## src/sv/frame_receiver_with_checksum_top_macros.svh

```systemverilog
// Assertion macros for the frame receiver.
`ifndef FRAME_RECEIVER_WITH_CHECKSUM_TOP_MACROS_SVH
`define FRAME_RECEIVER_WITH_CHECKSUM_TOP_MACROS_SVH

// Plain property, sampled on clk_i, off during reset.
`define FRC_ASSERT(lbl, prop, msg) \
  lbl: assert property (@(posedge clk_i) disable iff (!rst_ni) (prop)) else $error(msg);

// Same-cycle implication.
`define FRC_ASSERT_IMP(lbl, ante, cons, msg) \
  lbl: assert property (@(posedge clk_i) disable iff (!rst_ni) (ante) |-> (cons)) \
    else $error(msg);

`endif

```

## src/sv/frc_pkg.sv

```systemverilog
// Shared types, codes and the checksum mix function of the frame receiver.
package frc_pkg;

  localparam int unsigned SumW  = 16;
  localparam int unsigned ByteW = 8;
  localparam int unsigned TmoW  = 8;
  localparam int unsigned RtyW  = 4;
  localparam int unsigned EvW   = 3;
  localparam int unsigned CfgIdxW = 2;
  localparam int unsigned CfgDataW = 16;

  typedef logic [EvW-1:0] event_t;
  localparam event_t EvHeader  = 3'd0;
  localparam event_t EvPayload = 3'd1;
  localparam event_t EvAccept  = 3'd2;
  localparam event_t EvRetry   = 3'd3;
  localparam event_t EvGiveUp  = 3'd4;

  typedef logic [CfgIdxW-1:0] cfg_idx_t;
  localparam cfg_idx_t RegSeed    = 2'd0;
  localparam cfg_idx_t RegTimeout = 2'd1;
  localparam cfg_idx_t RegRetry   = 2'd2;

  localparam logic [SumW-1:0]  SeedReset    = 16'h5555;
  localparam logic [TmoW-1:0]  TimeoutReset = 8'h40;
  localparam logic [RtyW-1:0]  RetryReset   = 4'd5;
  localparam logic [ByteW-1:0] AckByte      = 8'd6;
  localparam logic [ByteW-1:0] NakByte      = 8'd21;

  // rotate left by one, then add the byte, modulo 2^16
  function automatic logic [SumW-1:0] mix_byte(input logic [SumW-1:0] sum,
                                               input logic [ByteW-1:0] b);
    logic [SumW-1:0] rot;
    rot = {sum[SumW-2:0], sum[SumW-1]};
    return rot + {{(SumW-ByteW){1'b0}}, b};
  endfunction

endpackage

```

## src/sv/frame_receiver_with_checksum_top.sv

```systemverilog
// Frame receiver: deframes kind/length/offset/payload/checksum with timeout and retries.
//
//  channel | dir | handshake                   | word
//  --------+-----+-----------------------------+-------------------------------------
//  in      | in  | in_valid_i / in_stall_o     | action_i, rx_byte_i
//  out     | out | out_valid_o / out_stall_i   | event_res_o .. last_o
//  cfg     | in  | cfg_we_i                    | cfg_idx_i, cfg_data_i
//
// One word per cycle while in_stall_o is low; its result shows in the output register on the next cycle.
// The state update and result are one short combinational pass from state and input.
// in_stall_o is high only while a result sits in the output register and is stalled.
// Reset loads the register defaults and waits for a kind byte; no clearing pass.
module frame_receiver_with_checksum_top
  import frc_pkg::*;
(
  input  logic                clk_i,
  input  logic                rst_ni,
  input  logic                cfg_we_i,
  input  logic [CfgIdxW-1:0]  cfg_idx_i,
  input  logic [CfgDataW-1:0] cfg_data_i,
  input  logic                in_valid_i,
  output logic                in_stall_o,
  input  logic                action_i,
  input  logic [ByteW-1:0]    rx_byte_i,
  output logic                out_valid_o,
  input  logic                out_stall_i,
  output logic [EvW-1:0]      event_res_o,
  output logic [ByteW-1:0]    packet_kind_o,
  output logic [ByteW-1:0]    payload_length_o,
  output logic [SumW-1:0]     frame_offset_o,
  output logic [ByteW-1:0]    byte_index_o,
  output logic [ByteW-1:0]    payload_byte_o,
  output logic [ByteW-1:0]    reply_byte_o,
  output logic                last_o
);

  `include "frame_receiver_with_checksum_top_macros.svh"

  typedef enum logic [2:0] {
    PH_KIND   = 3'd0,
    PH_LEN    = 3'd1,
    PH_OFS_LO = 3'd2,
    PH_OFS_HI = 3'd3,
    PH_DATA   = 3'd4,
    PH_CHK_LO = 3'd5,
    PH_CHK_HI = 3'd6
  } phase_e;

  typedef struct packed {
    logic [EvW-1:0]   ev;
    logic [ByteW-1:0] kind;
    logic [ByteW-1:0] len;
    logic [SumW-1:0]  ofs;
    logic [ByteW-1:0] idx;
    logic [ByteW-1:0] val;
    logic [ByteW-1:0] reply;
    logic             last;
  } result_t;

  logic [SumW-1:0]  seed_q;
  logic [TmoW-1:0]  timeout_q;
  logic [RtyW-1:0]  retry_q;

  phase_e           phase_q, phase_d;
  logic [SumW-1:0]  sum_q, sum_d;
  logic [ByteW-1:0] kind_q, kind_d;
  logic [ByteW-1:0] len_q, len_d;
  logic [ByteW-1:0] ofs_lo_q, ofs_lo_d;
  logic [ByteW-1:0] count_q, count_d;
  logic [ByteW-1:0] chk_lo_q, chk_lo_d;
  logic [RtyW-1:0]  fail_q, fail_d;
  logic [TmoW-1:0]  deadline_q, deadline_d;

  logic             out_valid_q, out_valid_d;
  result_t          out_q;
  result_t          res;
  logic             res_valid;

  logic             in_accept;
  logic             in_frame;
  logic             fail;
  logic [TmoW-1:0]  dl_dec;
  logic [RtyW:0]    fail_next;
  logic [ByteW-1:0] count_inc;
  logic [SumW-1:0]  chk_word;

  assign in_stall_o = out_valid_q && out_stall_i;
  assign in_accept  = in_valid_i && !in_stall_o;
  assign in_frame   = (phase_q != PH_KIND);
  assign dl_dec     = deadline_q - {{(TmoW-1){1'b0}}, (deadline_q != '0)};
  assign fail_next  = {1'b0, fail_q} + {{RtyW{1'b0}}, 1'b1};
  assign count_inc  = count_q + 8'd1;
  assign chk_word   = {rx_byte_i, chk_lo_q};

  always_comb begin
    phase_d    = phase_q;
    sum_d      = sum_q;
    kind_d     = kind_q;
    len_d      = len_q;
    ofs_lo_d   = ofs_lo_q;
    count_d    = count_q;
    chk_lo_d   = chk_lo_q;
    fail_d     = fail_q;
    deadline_d = deadline_q;
    res_valid  = 1'b0;
    fail       = 1'b0;
    res        = '{ev: EvHeader, kind: kind_q, len: len_q, ofs: '0, idx: '0,
                   val: '0, reply: '0, last: 1'b0};

    if (in_accept) begin
      if (action_i) begin
        if (in_frame) begin
          deadline_d = dl_dec;
          if (dl_dec == '0) begin
            fail = 1'b1;
          end
        end
      end else begin
        case (phase_q)
          PH_LEN: begin
            len_d   = rx_byte_i;
            sum_d   = mix_byte(sum_q, rx_byte_i);
            phase_d = PH_OFS_LO;
          end
          PH_OFS_LO: begin
            ofs_lo_d = rx_byte_i;
            sum_d    = mix_byte(sum_q, rx_byte_i);
            phase_d  = PH_OFS_HI;
          end
          PH_OFS_HI: begin
            sum_d     = mix_byte(sum_q, rx_byte_i);
            count_d   = '0;
            phase_d   = (len_q == '0) ? PH_CHK_LO : PH_DATA;
            res_valid = 1'b1;
            res.ev    = EvHeader;
            res.ofs   = {rx_byte_i, ofs_lo_q};
          end
          PH_DATA: begin
            sum_d     = mix_byte(sum_q, rx_byte_i);
            count_d   = count_inc;
            if (count_inc >= len_q) begin
              phase_d = PH_CHK_LO;
            end
            res_valid = 1'b1;
            res.ev    = EvPayload;
            res.idx   = count_q;
            res.val   = rx_byte_i;
          end
          PH_CHK_LO: begin
            chk_lo_d = rx_byte_i;
            phase_d  = PH_CHK_HI;
          end
          PH_CHK_HI: begin
            if (deadline_q != '0 && chk_word == sum_q) begin
              fail_d     = '0;
              res_valid  = 1'b1;
              res.ev     = EvAccept;
              res.reply  = AckByte;
              res.last   = 1'b1;
              phase_d    = PH_KIND;
              deadline_d = '0;
              sum_d      = seed_q;
            end else begin
              fail = 1'b1;
            end
          end
          default: begin
            kind_d     = rx_byte_i;
            len_d      = '0;
            ofs_lo_d   = '0;
            count_d    = '0;
            chk_lo_d   = '0;
            sum_d      = mix_byte(seed_q, rx_byte_i);
            deadline_d = (timeout_q == '0) ? 8'd1 : timeout_q;
            phase_d    = PH_LEN;
          end
        endcase
      end

      if (fail) begin
        res_valid  = 1'b1;
        res.reply  = NakByte;
        res.last   = 1'b1;
        if (fail_next > {1'b0, retry_q}) begin
          fail_d = '0;
          res.ev = EvGiveUp;
        end else begin
          fail_d = fail_next[RtyW-1:0];
          res.ev = EvRetry;
        end
        phase_d    = PH_KIND;
        deadline_d = '0;
        sum_d      = seed_q;
      end
    end

    out_valid_d = res_valid || (out_valid_q && out_stall_i);
  end

  always_ff @(posedge clk_i or negedge rst_ni) begin
    if (!rst_ni) begin
      seed_q      <= SeedReset;
      timeout_q   <= TimeoutReset;
      retry_q     <= RetryReset;
      phase_q     <= PH_KIND;
      sum_q       <= SeedReset;
      kind_q      <= '0;
      len_q       <= '0;
      ofs_lo_q    <= '0;
      count_q     <= '0;
      chk_lo_q    <= '0;
      fail_q      <= '0;
      deadline_q  <= '0;
      out_valid_q <= 1'b0;
    end else begin
      if (cfg_we_i) begin
        case (cfg_idx_i)
          RegSeed:    seed_q    <= cfg_data_i[SumW-1:0];
          RegTimeout: timeout_q <= cfg_data_i[TmoW-1:0];
          RegRetry:   retry_q   <= cfg_data_i[RtyW-1:0];
          default:    ;
        endcase
      end
      phase_q     <= phase_d;
      sum_q       <= sum_d;
      kind_q      <= kind_d;
      len_q       <= len_d;
      ofs_lo_q    <= ofs_lo_d;
      count_q     <= count_d;
      chk_lo_q    <= chk_lo_d;
      fail_q      <= fail_d;
      deadline_q  <= deadline_d;
      out_valid_q <= out_valid_d;
    end
  end

  always_ff @(posedge clk_i) begin
    if (res_valid) begin
      out_q <= res;
    end
  end

  assign out_valid_o      = out_valid_q;
  assign event_res_o      = out_q.ev;
  assign packet_kind_o    = out_q.kind;
  assign payload_length_o = out_q.len;
  assign frame_offset_o   = out_q.ofs;
  assign byte_index_o     = out_q.idx;
  assign payload_byte_o   = out_q.val;
  assign reply_byte_o     = out_q.reply;
  assign last_o           = out_q.last;

  // timer runs exactly while a frame is open
  `FRC_ASSERT(a_deadline_in_frame, (phase_q == PH_KIND) == (deadline_q == '0), "deadline/phase mismatch")
  `FRC_ASSERT_IMP(a_last_event, out_valid_o, last_o == (event_res_o == EvAccept || event_res_o == EvRetry || event_res_o == EvGiveUp), "last flag does not match event")
  `FRC_ASSERT_IMP(a_reply_ack, out_valid_o && last_o, (reply_byte_o == AckByte) == (event_res_o == EvAccept), "reply byte does not match event")
  `FRC_ASSERT_IMP(a_result_taken, in_accept && res_valid, ##1 out_valid_o, "result lost")

endmodule

```

## config.mk

```make
export PLATFORM = sky130hd
export DESIGN_NAME = frame_receiver_with_checksum_top
export DESIGN_NICKNAME = d
export VERILOG_FILES = /design/src/sv/frc_pkg.sv /design/src/sv/frame_receiver_with_checksum_top.sv
export VERILOG_INCLUDE_DIRS = /design/src /design/src/sv
export SDC_FILE = /design/constraint.sdc
export NUM_CORES = 1
export LEC_CHECK = 0
export ABC_AREA = 1
export BUFFER_PORTS_ARGS = -buffer_cell sky130_fd_sc_hd__buf_2
export CORE_MARGIN = 10
export CORE_UTILIZATION = 45
export CTS_BUF_LIST = sky130_fd_sc_hd__clkbuf_8
export DETAILED_ROUTE_END_ITERATION = 8
export PLACE_DENSITY = 0.61
export SYNTH_ARGS = -nofsm -noshare
export SYNTH_HDL_FRONTEND = slang
export SYNTH_SLANG_ARGS = --single-unit
```

## constraint.sdc

```tcl
create_clock -name clk_i -period 10.3 [get_ports clk_i]
set_input_delay 1.03 -clock clk_i [delete_from_list [all_inputs] [get_ports clk_i]]
set_output_delay 1.03 -clock clk_i [all_outputs]
set_load 0.02 [all_outputs]
```

Word level (Yosys, flattened, before mapping)
Index checks and enable logic that the tools add are counted.

Shifts and indexed selects: 0. Multiplexer cells: 45. Multiply operators: 0. $add $sub $neg: 5. Bitwise gates (word level): 10. $lt $le $gt $ge: 2. Divide/modulo/power cells: 0. Reductions and logical operators: 36. Equality and inequality tests: 16.

Operator list (number): 8-bit case mux with 2 select lines (5); 16-bit 2-to-1 mux (3); 16-bit case mux with 3 select lines (1); 8-bit 2-to-1 mux (5); 16-bit by 8-bit adder with 16-bit output (2); 4-bit 2-to-1 mux (8); 8-bit logical NOT (3); 5-bit OR reduction (4); 3-bit 2-to-1 mux (6); 3-bit case mux with 6 select lines (1); 16-bit == test (1); 4-bit AND reduction (4); 3-bit AND reduction (5); 4-bit OR reduction (3); 1-bit 2-to-1 mux (11); 1-bit inverter (10); 3-bit == test, second input constant (3); 8-bit by 1-bit adder with 8-bit output, second input constant (1); 8-bit greater-or-equal comparator (1); 8-bit nonzero test (1); 8-bit by 1-bit subtractor with 8-bit output (1); 3-bit by 2-bit == test with 1-bit output, second input constant (2); 6-bit 2-to-1 mux (1); 3-bit by 1-bit != test with 1-bit output, second input constant (2); 22 further kinds (30).

Output and inout bits: 62. Logic and storage cells: 136. Memories kept: 0. ROM bits: 0. Register bits after elaboration: 160. Latch bits: 0. Input bits: 32. Bits in writable memories: 0.

Logic depth before layout (Yosys ltp)
Gate-level depths: netlist of the first run.

Depth after elaboration: 10. Depth in mapped cells: 21. Depth with buffers taken out: 19.

Least setup slack after synthesis of the first run
No wires, ideal clock.

Kind: register to register. Start: reg deadline_q[4]. End: reg out_q (netlist bit byte_index_o[0]), enable pin. Path buffers: 0. Arrival time: 3470 ps. Stages on the path, launching flop included: 18. Period minus slack after synthesis: 3883 ps. Slack: 6417 ps. Path through: dfrtp_1 > nor2_1 > nand2_1 > nor2_1 > inv_1 > ha_1 > ha_1 > xnor2_1 > nand3_1 > nor2_1 > nand2_1 > nand2_1 > nand2_2 > nor2_8 > nand2_1 > nand2_1 > inv_2 > nand2_1.

Longest elaborated chain between the ends: 9. Elaborated cells on any way between the ends: 15. Those cells by class: add/sub: 1; mux: 11; reduce/logical: 3.

Ends and longest elaborated chain: from (decl) (line frame_receiver_with_checksum_top.sv:72) `logic [TmoW-1:0] deadline_q, deadline_d;`; from (signal assigned) (line frame_receiver_with_checksum_top.sv:232) `deadline_q <= deadline_d;`; 8-bit nonzero test (line frame_receiver_with_checksum_top.sv:90, frame_receiver_with_checksum_top.sv:154); 8-bit by 1-bit subtractor with 8-bit output (line frame_receiver_with_checksum_top.sv:90) `assign dl_dec = deadline_q - {{(TmoW-1){1'b0}}, (deadline_q != '0)};`; 8-bit logical NOT (line frame_receiver_with_checksum_top.sv:114) `if (dl_dec == '0) begin`; 1-bit 2-to-1 mux (line frame_receiver_with_checksum_top.sv:114); 1-bit 2-to-1 mux (line frame_receiver_with_checksum_top.sv:112) `if (in_frame) begin`; 1-bit 2-to-1 mux (line frame_receiver_with_checksum_top.sv:111) `if (action_i) begin`; 1-bit 2-to-1 mux (line frame_receiver_with_checksum_top.sv:110) `if (in_accept) begin`; 1-bit 2-to-1 mux * (line frame_receiver_with_checksum_top.sv:180) `if (fail) begin`; 1-bit 2-to-1 mux * (line frame_receiver_with_checksum_top.sv:110); named net res_valid (line frame_receiver_with_checksum_top.sv:77) `logic res_valid;`; to (signal assigned) (line frame_receiver_with_checksum_top.sv:239) `out_q <= res;`; to (decl) (line frame_receiver_with_checksum_top.sv:75) `result_t out_q;`.

Mark *: on every way through the listed nets, which the timed path passes. The rest lies on a longest branch. The select of a mux whose other input is x is not followed. A chain may end at the register's enable or synchronous reset.

Final worst setup path of the first run
Start: reg deadline_q[4]. End: reg out_q (netlist bit payload_byte_o[0]), enable pin.

The elaborated chain is that of the path after synthesis.

==> results of run 1 <==
worst max-delay path by stage:
stage	end	slack, ns	cells past startpoint
final	payload_byte_o[0]	6.59	18
after detailed placement	payload_byte_o[0]	6.61	18
after global placement	payload_byte_o[0]	6.74	18
after floorplan	byte_index_o[0]	6.42	17
after CTS	payload_byte_o[0]	6.59	18
after global routing	payload_byte_o[6]	6.20	18
kinds of logic after synthesis:
logic type / count (synthesis) / share of synthesized area [%]
DFF: 154 / 51.6
other: 1 / 0.0466
buffers and inverters: 163 / 8.19
xor gates and xnor gates: 15 / 1.63
AOI/OAI and AO/OA: 126 / 8.39
adders and majority gates: 25 / 3.98
and+or+nand+nor: 492 / 26.2
routing by layer:
layer / vias to the layer above / share of wire, % / routed length (microns)
met5: - / 0 / 0
met4: 0 / 1.5 / 280
met3: 22 / 5.0 / 957
met2: 164 / 45 / 8630
met1: 2940 / 49 / 9330
li1: 3316 / - / -
registers in the layout, summed over array words and instances (netlist names):
name              cells
byte_index_o          8
ofs_lo_q              8
frame_offset_o       16
out_valid_o           1
kind_q                8
phase_q               3
sum_q                16
chk_lo_q              8
payload_byte_o        8
reply_byte_o          3
event_res_o           3
count_q               8
payload_length_o      8
seed_q               16
fail_q                4
packet_kind_o         8
retry_q               4
len_q                 8
deadline_q            8
timeout_q             8
per-stage QoR:
stage | setup slack [ns] | area, sq um | instances | power, mW
5_1_grt | 6.20 | 9150 | 1301 | 2.89
3_3_place_gp | 6.74 | 8650 | 1269 | 2.10
6_report | 6.59 | 9150 | 1301 | 2.66
2_1_floorplan | 6.42 | 8050 | 979 | 1.84
4_1_cts | 6.59 | 9150 | 1301 | 2.67
3_5_place_dp | 6.61 | 8650 | 1269 | 2.11
power by group:
group / leakage, nW / internal, mW / switching [mW]
Clock: 0.245 / 0.299 / 0.258
Combinational: 2.48 / 0.392 / 0.772
Sequential: 1.76 / 0.831 / 0.110
cell usage after synthesis (5+ instances only):
cell	n	share of area, %
xnor2_1	8	0.87
o21ai_0	85	5.3
ha_1	24	3.7
o22ai_1	6	0.47
inv_1	126	5.9
nor3_1	6	0.37
dfrtp_1	81	25
buf_2	6	0.37
nand2_1	282	13
nand3_1	72	4.5
inv_2	10	0.47
nor2_1	96	4.5
xor2_1	7	0.76
clkbuf_1	9	0.42
edfxtp_1	54	20
a21oi_1	19	1.2
buf_4	10	0.93
dfstp_2	19	6.2
o21a_1	5	0.47
o21ai_1	5	0.31
nand4_1	15	1.2
nand2_2	6	0.47
cell type report:
cell class | instances | area (sq um)
inverters | 137 | 515
clock buffers | 17 | 234
well taps | 225 | 282
fillers | 1714 | 8270
repair buffers | 91 | 463
flip-flops and latches | 154 | 4150
multi-input cells | 662 | 3250
clock inverters | 15 | 258
==> impl_metrics.json, run 1 <==
{
  "status": "finished, final reports clean",
  "cts.path.max_buffers": 2,
  "max_stage_delay_ns": 0.52,
  "drcViolationCount": 0,
  "r2r-start": "deadline_q[4]",
  "grt_pass1_wl_microns": 31500,
  "min_path_type": "reg -> reg",
  "skew_ns": 0.0127,
  "grt_overflow": 0,
  "path_cells": "nor2_1 -> nand2_1 -> nor2_1 -> inv_1 -> ha_1 -> ha_1 -> xnor2_1 -> nand3_1 -> nor2_1 -> nand2_1 -> nand2_1 -> nand2_2 -> nor2_8 -> nand2_1 -> nand2_1 -> inv_2 -> nand2_2 -> buf_4",
  "worst_setup_path_start_kind": "flip-flop",
  "grt_max_degree": 55,
  "top_usage_layer": "met2",
  "initial_core_util_pct": 46.2,
  "ios": 94,
  "max_slew.worst_pin.slew_ns": 0.951,
  "timing.setup.tns_ns": 0,
  "wl_per_cell_microns": 14.7,
  "r2r-end": "payload_byte_o[0]",
  "grt_usage_pct": 16.2,
  "crit_path_frequent_cell": "nand2_1",
  "ys.flop_type": "dfrtp_1",
  "power_leakage_nw": 4.49,
  "rsz0062_at_grt": "no",
  "drive_above_1_share_pct": 16.2,
  "timing.fmax_ghz": 0.269,
  "cts_sinks": 154,
  "fin_crit_sh_pct": 36.1,
  "fp.dieW_microns": 154,
  "clockRootBuffer": "clkbuf_8",
  "routed_wl_microns": 19200,
  "path_delay_family": "simple AND/OR/NAND/NOR gates",
  "slew_headroom_pct": 36.6,
  "die_h_microns": 154,
  "drt_iter0_markers": 482,
  "grt_antenna_before_repair": 0,
  "finalSetupViolCount": 0,
  "async_reset_ff_share_pct": 64.9,
  "hold_path_end": "payload_length_o[4]",
  "post-dp-hpwl_microns": 14300,
  "r2r_setup_slack_ns": 6.59,
  "rows": 48,
  "maxCapViolCount": 0,
  "diodes": 0,
  "mostFrequentLayoutCell": "nand2_1",
  "area_delta_synth_final_pct": 13.8,
  "startpoint": "deadline_q[4]",
  "dieArea_sq_um": 23600,
  "io_buffers": 89,
  "ys_seq_area_share_pct": 51.6,
  "synth.distinct_cells": 39,
  "hold_viol_final": 0,
  "place.gp.congestion": 0.929,
  "final_core_util_pct": 52.5,
  "ys_seq_elements": 154,
  "power_density_nw_per_um2": 291,
  "final_nets": 1120,
  "use_met2_pct": 25.5,
  "dr.pass1.iters": 6,
  "clk_latency_ns": 0.47,
  "drv_slew": 0,
  "min_from": "len_q[4]",
  "gr-usage-met3_pct": 3.35,
  "vias": 6442,
  "ir_drop_mv": 0.119,
  "vias_per_cell": 4.95,
  "holdPathStages": 0,
  "required_ns": 10.40,
  "fin_crit_ns": 3.71,
  "synth_area_sq_um": 8040,
  "crit_arrival_ns": 3.81,
  "crit_type": "reg -> reg",
  "postCtsHoldBufs": 0,
  "cp_max_fo": 54,
  "cts.clk_slew.worst_paths_ns": 0.09,
  "hold_slack_ns": 0.455,
  "post_cts_buffers": 0,
  "htreeDepth": 4,
  "slowest_stage": "buf_4",
  "path_buf_inv": 3,
  "cts_resized": 0,
  "cts_tree": "built",
  "ant_nets": 0,
  "final_cell_mix": "281 x nand2_1, 126 x inv_1, 96 x nor2_1, 88 x buf_2, 85 x o21ai_0",
  "synth_cells": 976,
  "core-area_sq_um": 17400,
  "synth_edf_count": 54,
  "avgSynthCellArea_sq_um": 8.24,
  "grt_pass1_vias": 6160,
  "numCtsBuffers": 17,
  "reg2regPathDepth": 18,
  "worstSetupEndpointType": "flip-flop",
  "use_met1_pct": 22.0,
  "ys_warn_count": 0
}
No activity file was read; power rests on OpenSTA's default activity.
==> inputs of run 2 (changes only) <==
- ABC_AREA: 1 -> 0
- clock period: 10.3 -> 3.6 ns (I/O delays scaled with it)
==> run 2 against run 1 <==
Synthesized cell count shrank 28%. Power grew to 2.7 times the previous value. First-iteration DRC count is 8.3% higher. Critical endpoint is now sum_q[13]. Highest routed layer unchanged.
==> impl_metrics.json, run 2 <==
{
  "status": "finished, final reports clean",
  "dieArea_sq_um": 23100,
  "finalSetupViolCount": 0,
  "fin_crit_sh_pct": 91.3,
  "path_cells": "o21ai_2 -> and2_4 -> mux2_2 -> ha_1 -> o211ai_1 -> o21ai_0 -> a311oi_1 -> buf_4 -> or4_1 -> nand3_1 -> a31oi_1",
  "slew_headroom_pct": 29.9,
  "synthTopCellsByArea": "dfrtp_1 26%, edfxtp_1 21%, mux2_2 6.5%",
  "grt_max_degree": 76,
  "power_leakage_nw": 3.84,
  "post-dp-hpwl_microns": 14100,
  "required_ns": 3.94,
  "drive_above_1_share_pct": 27.3,
  "htreeDepth": 4,
  "cts_tree": "built",
  "place.gp.congestion": 0.926,
  "grt_antenna_before_repair": 0,
  "timing.setup.tns_ns": 0,
  "path_buf_inv": 1,
  "drcViolationCount": 0,
  "final_cell_mix": "88 x buf_2, 81 x dfrtp_1, 69 x nand2_1, 54 x edfxtp_1",
  "maxCapViolCount": 0,
  "ys_seq_area_share_pct": 52.9,
  "routed_wl_microns": 19700,
  "timing.fmax_ghz": 0.304,
  "synthTopCellsByCount": "81 x dfrtp_1, 70 x nand2_1, 54 x edfxtp_1",
  "fin_crit_ns": 3.29,
  "synth_cells": 703,
  "synth.distinct_cells": 71,
  "wl_per_cell_microns": 18.9,
  "crit_arrival_ns": 3.62,
  "grt_overflow": 0,
  "skew_ns": 0.0147,
  "p_total_mw": 7.23,
  "grt_usage_pct": 16.9,
  "max_slew.worst_pin.slew_ns": 1.04,
  "yosysTopAreaCell": "dfrtp_1",
  "grt_pass1_wl_microns": 32200,
  "diodes": 0,
  "ant_nets": 0,
  "grt_pass1_vias": 5948,
  "numCtsBuffers": 17,
  "cts_sinks": 154,
  "hold_viol_final": 0,
  "worstSetupEndpointType": "flip-flop",
  "ys.flop_type": "dfrtp_1",
  "core-area_sq_um": 17200,
  "ios": 94,
  "mostFrequentLayoutCell": "buf_2",
  "cts.path.max_buffers": 2,
  "avgSynthCellArea_sq_um": 11.1,
  "postCtsHoldBufs": 0,
  "min_path_type": "in -> async",
  "rsz0062_at_grt": "no",
  "drt_iter0_markers": 522,
  "ys_seq_elements": 154,
  "hold_slack_ns": 0.0477,
  "io_buffers": 89,
  "cts.clk_slew.worst_paths_ns": 0.10,
  "slowest_stage": "or4_1",
  "ys_warn_count": 0,
  "async_reset_ff_share_pct": 64.9,
  "ir_drop_mv": 0.356,
  "synth_edf_count": 54,
  "clk_latency_ns": 0.46,
  "post-synth-top-count-cell": "dfrtp_1",
  "vias_per_cell": 5.65,
  "vias": 5891,
  "crit_type": "reg -> reg",
  "synth_area_sq_um": 7830,
  "die_h_microns": 152,
  "dr.pass1.iters": 6,
  "synth_top_area_share_pct": 25.9,
  "clockRootBuffer": "clkbuf_8",
  "cp_max_fo": 9,
  "area_delta_synth_final_pct": 15.8,
  "max_stage_delay_ns": 0.51,
  "fp.dieW_microns": 152,
  "drv_slew": 0,
  "final_nets": 861,
  "worst_setup_path_start_kind": "flip-flop",
  "path_delay_family": "compound AO/OA/AOI/OAI gates",
  "initial_core_util_pct": 45.6,
  "power_density_nw_per_um2": 797,
  "rows": 48
}
==> run 2: where the power goes <==
group,total (mW),leakage [nW],switching (mW),internal (mW)
Sequential,2.79,1.72,0.407,2.38
Combinational,2.92,1.88,1.66,1.25
Clock,1.52,0.234,0.736,0.787
==> run 2: layer usage <==
metal	global-route usage [%]	up-vias	routed length, microns
li1	-	2795	-
met1	22.4	2905	9140
met2	27.3	170	9300
met3	3.50	21	1010
met4	5.04	0	250
met5	0	-	0
==> run 2: layout make-up <==
class,count,area [sq um]
inverters,18,67.6
repair buffers,114,648
clock buffers,17,234
well taps,225,282
fillers,1599,8110
multi-input cells,499,3460
clock inverters,15,234
flip-flops and latches,154,4150
==> run 2: final timing paths <==
path / slack, ns / from / end / cells past startpoint
worst max-delay path: 0.31 / phase_q[0] / sum_q[13] / 11
worst max register to register: 0.31 / phase_q[0] / sum_q[13] / 11
worst min-delay path: 0.05 / rst_ni / sum_q[5] / 1
min in group clk_i: 0.12 / cfg_data_i[11] / seed_q[11] / 2
worst min register to register: 0.45 / kind_q[3] / packet_kind_o[3] / 0
max in group asynchronous: 2.62 / rst_ni / count_q[1] / 2
==> run 2: metrics by stage <==
stage | setup slack (ns) | utilization (%) | cell area [sq um] | std cells
2_1_floorplan | 0.125 | - | 7850 | 706
6_report | 0.313 | 52.8 | 9070 | 1042
3_3_place_gp | 0.320 | 50.0 | 8590 | 1009
4_1_cts | 0.222 | 52.7 | 9060 | 1041
3_5_place_dp | 0.241 | 50.0 | 8590 | 1009
5_1_grt | 0.102 | 52.8 | 9070 | 1042
==> run 2: kinds of logic after synthesis <==
group | count (synthesis) | synth area share, %
AO/OA/AOI/OAI | 170 | 14.0
XOR/XNOR | 31 | 3.47
adder cells (fa/ha/maj) | 25 | 4.09
buffers and inverters | 53 | 3.19
flip-flops | 154 | 52.9
multiplexers | 56 | 7.95
other | 1 | 0.0479
AND/OR/NAND/NOR | 213 | 14.3
==> run 2: what timing repair did <==
action | CTS | global route
setup endpoints to repair | 0 | 3
endpoints found under the hold margin | 0 | 0
gates resized for setup | 0 | 1
setup buffers | 0 | 1
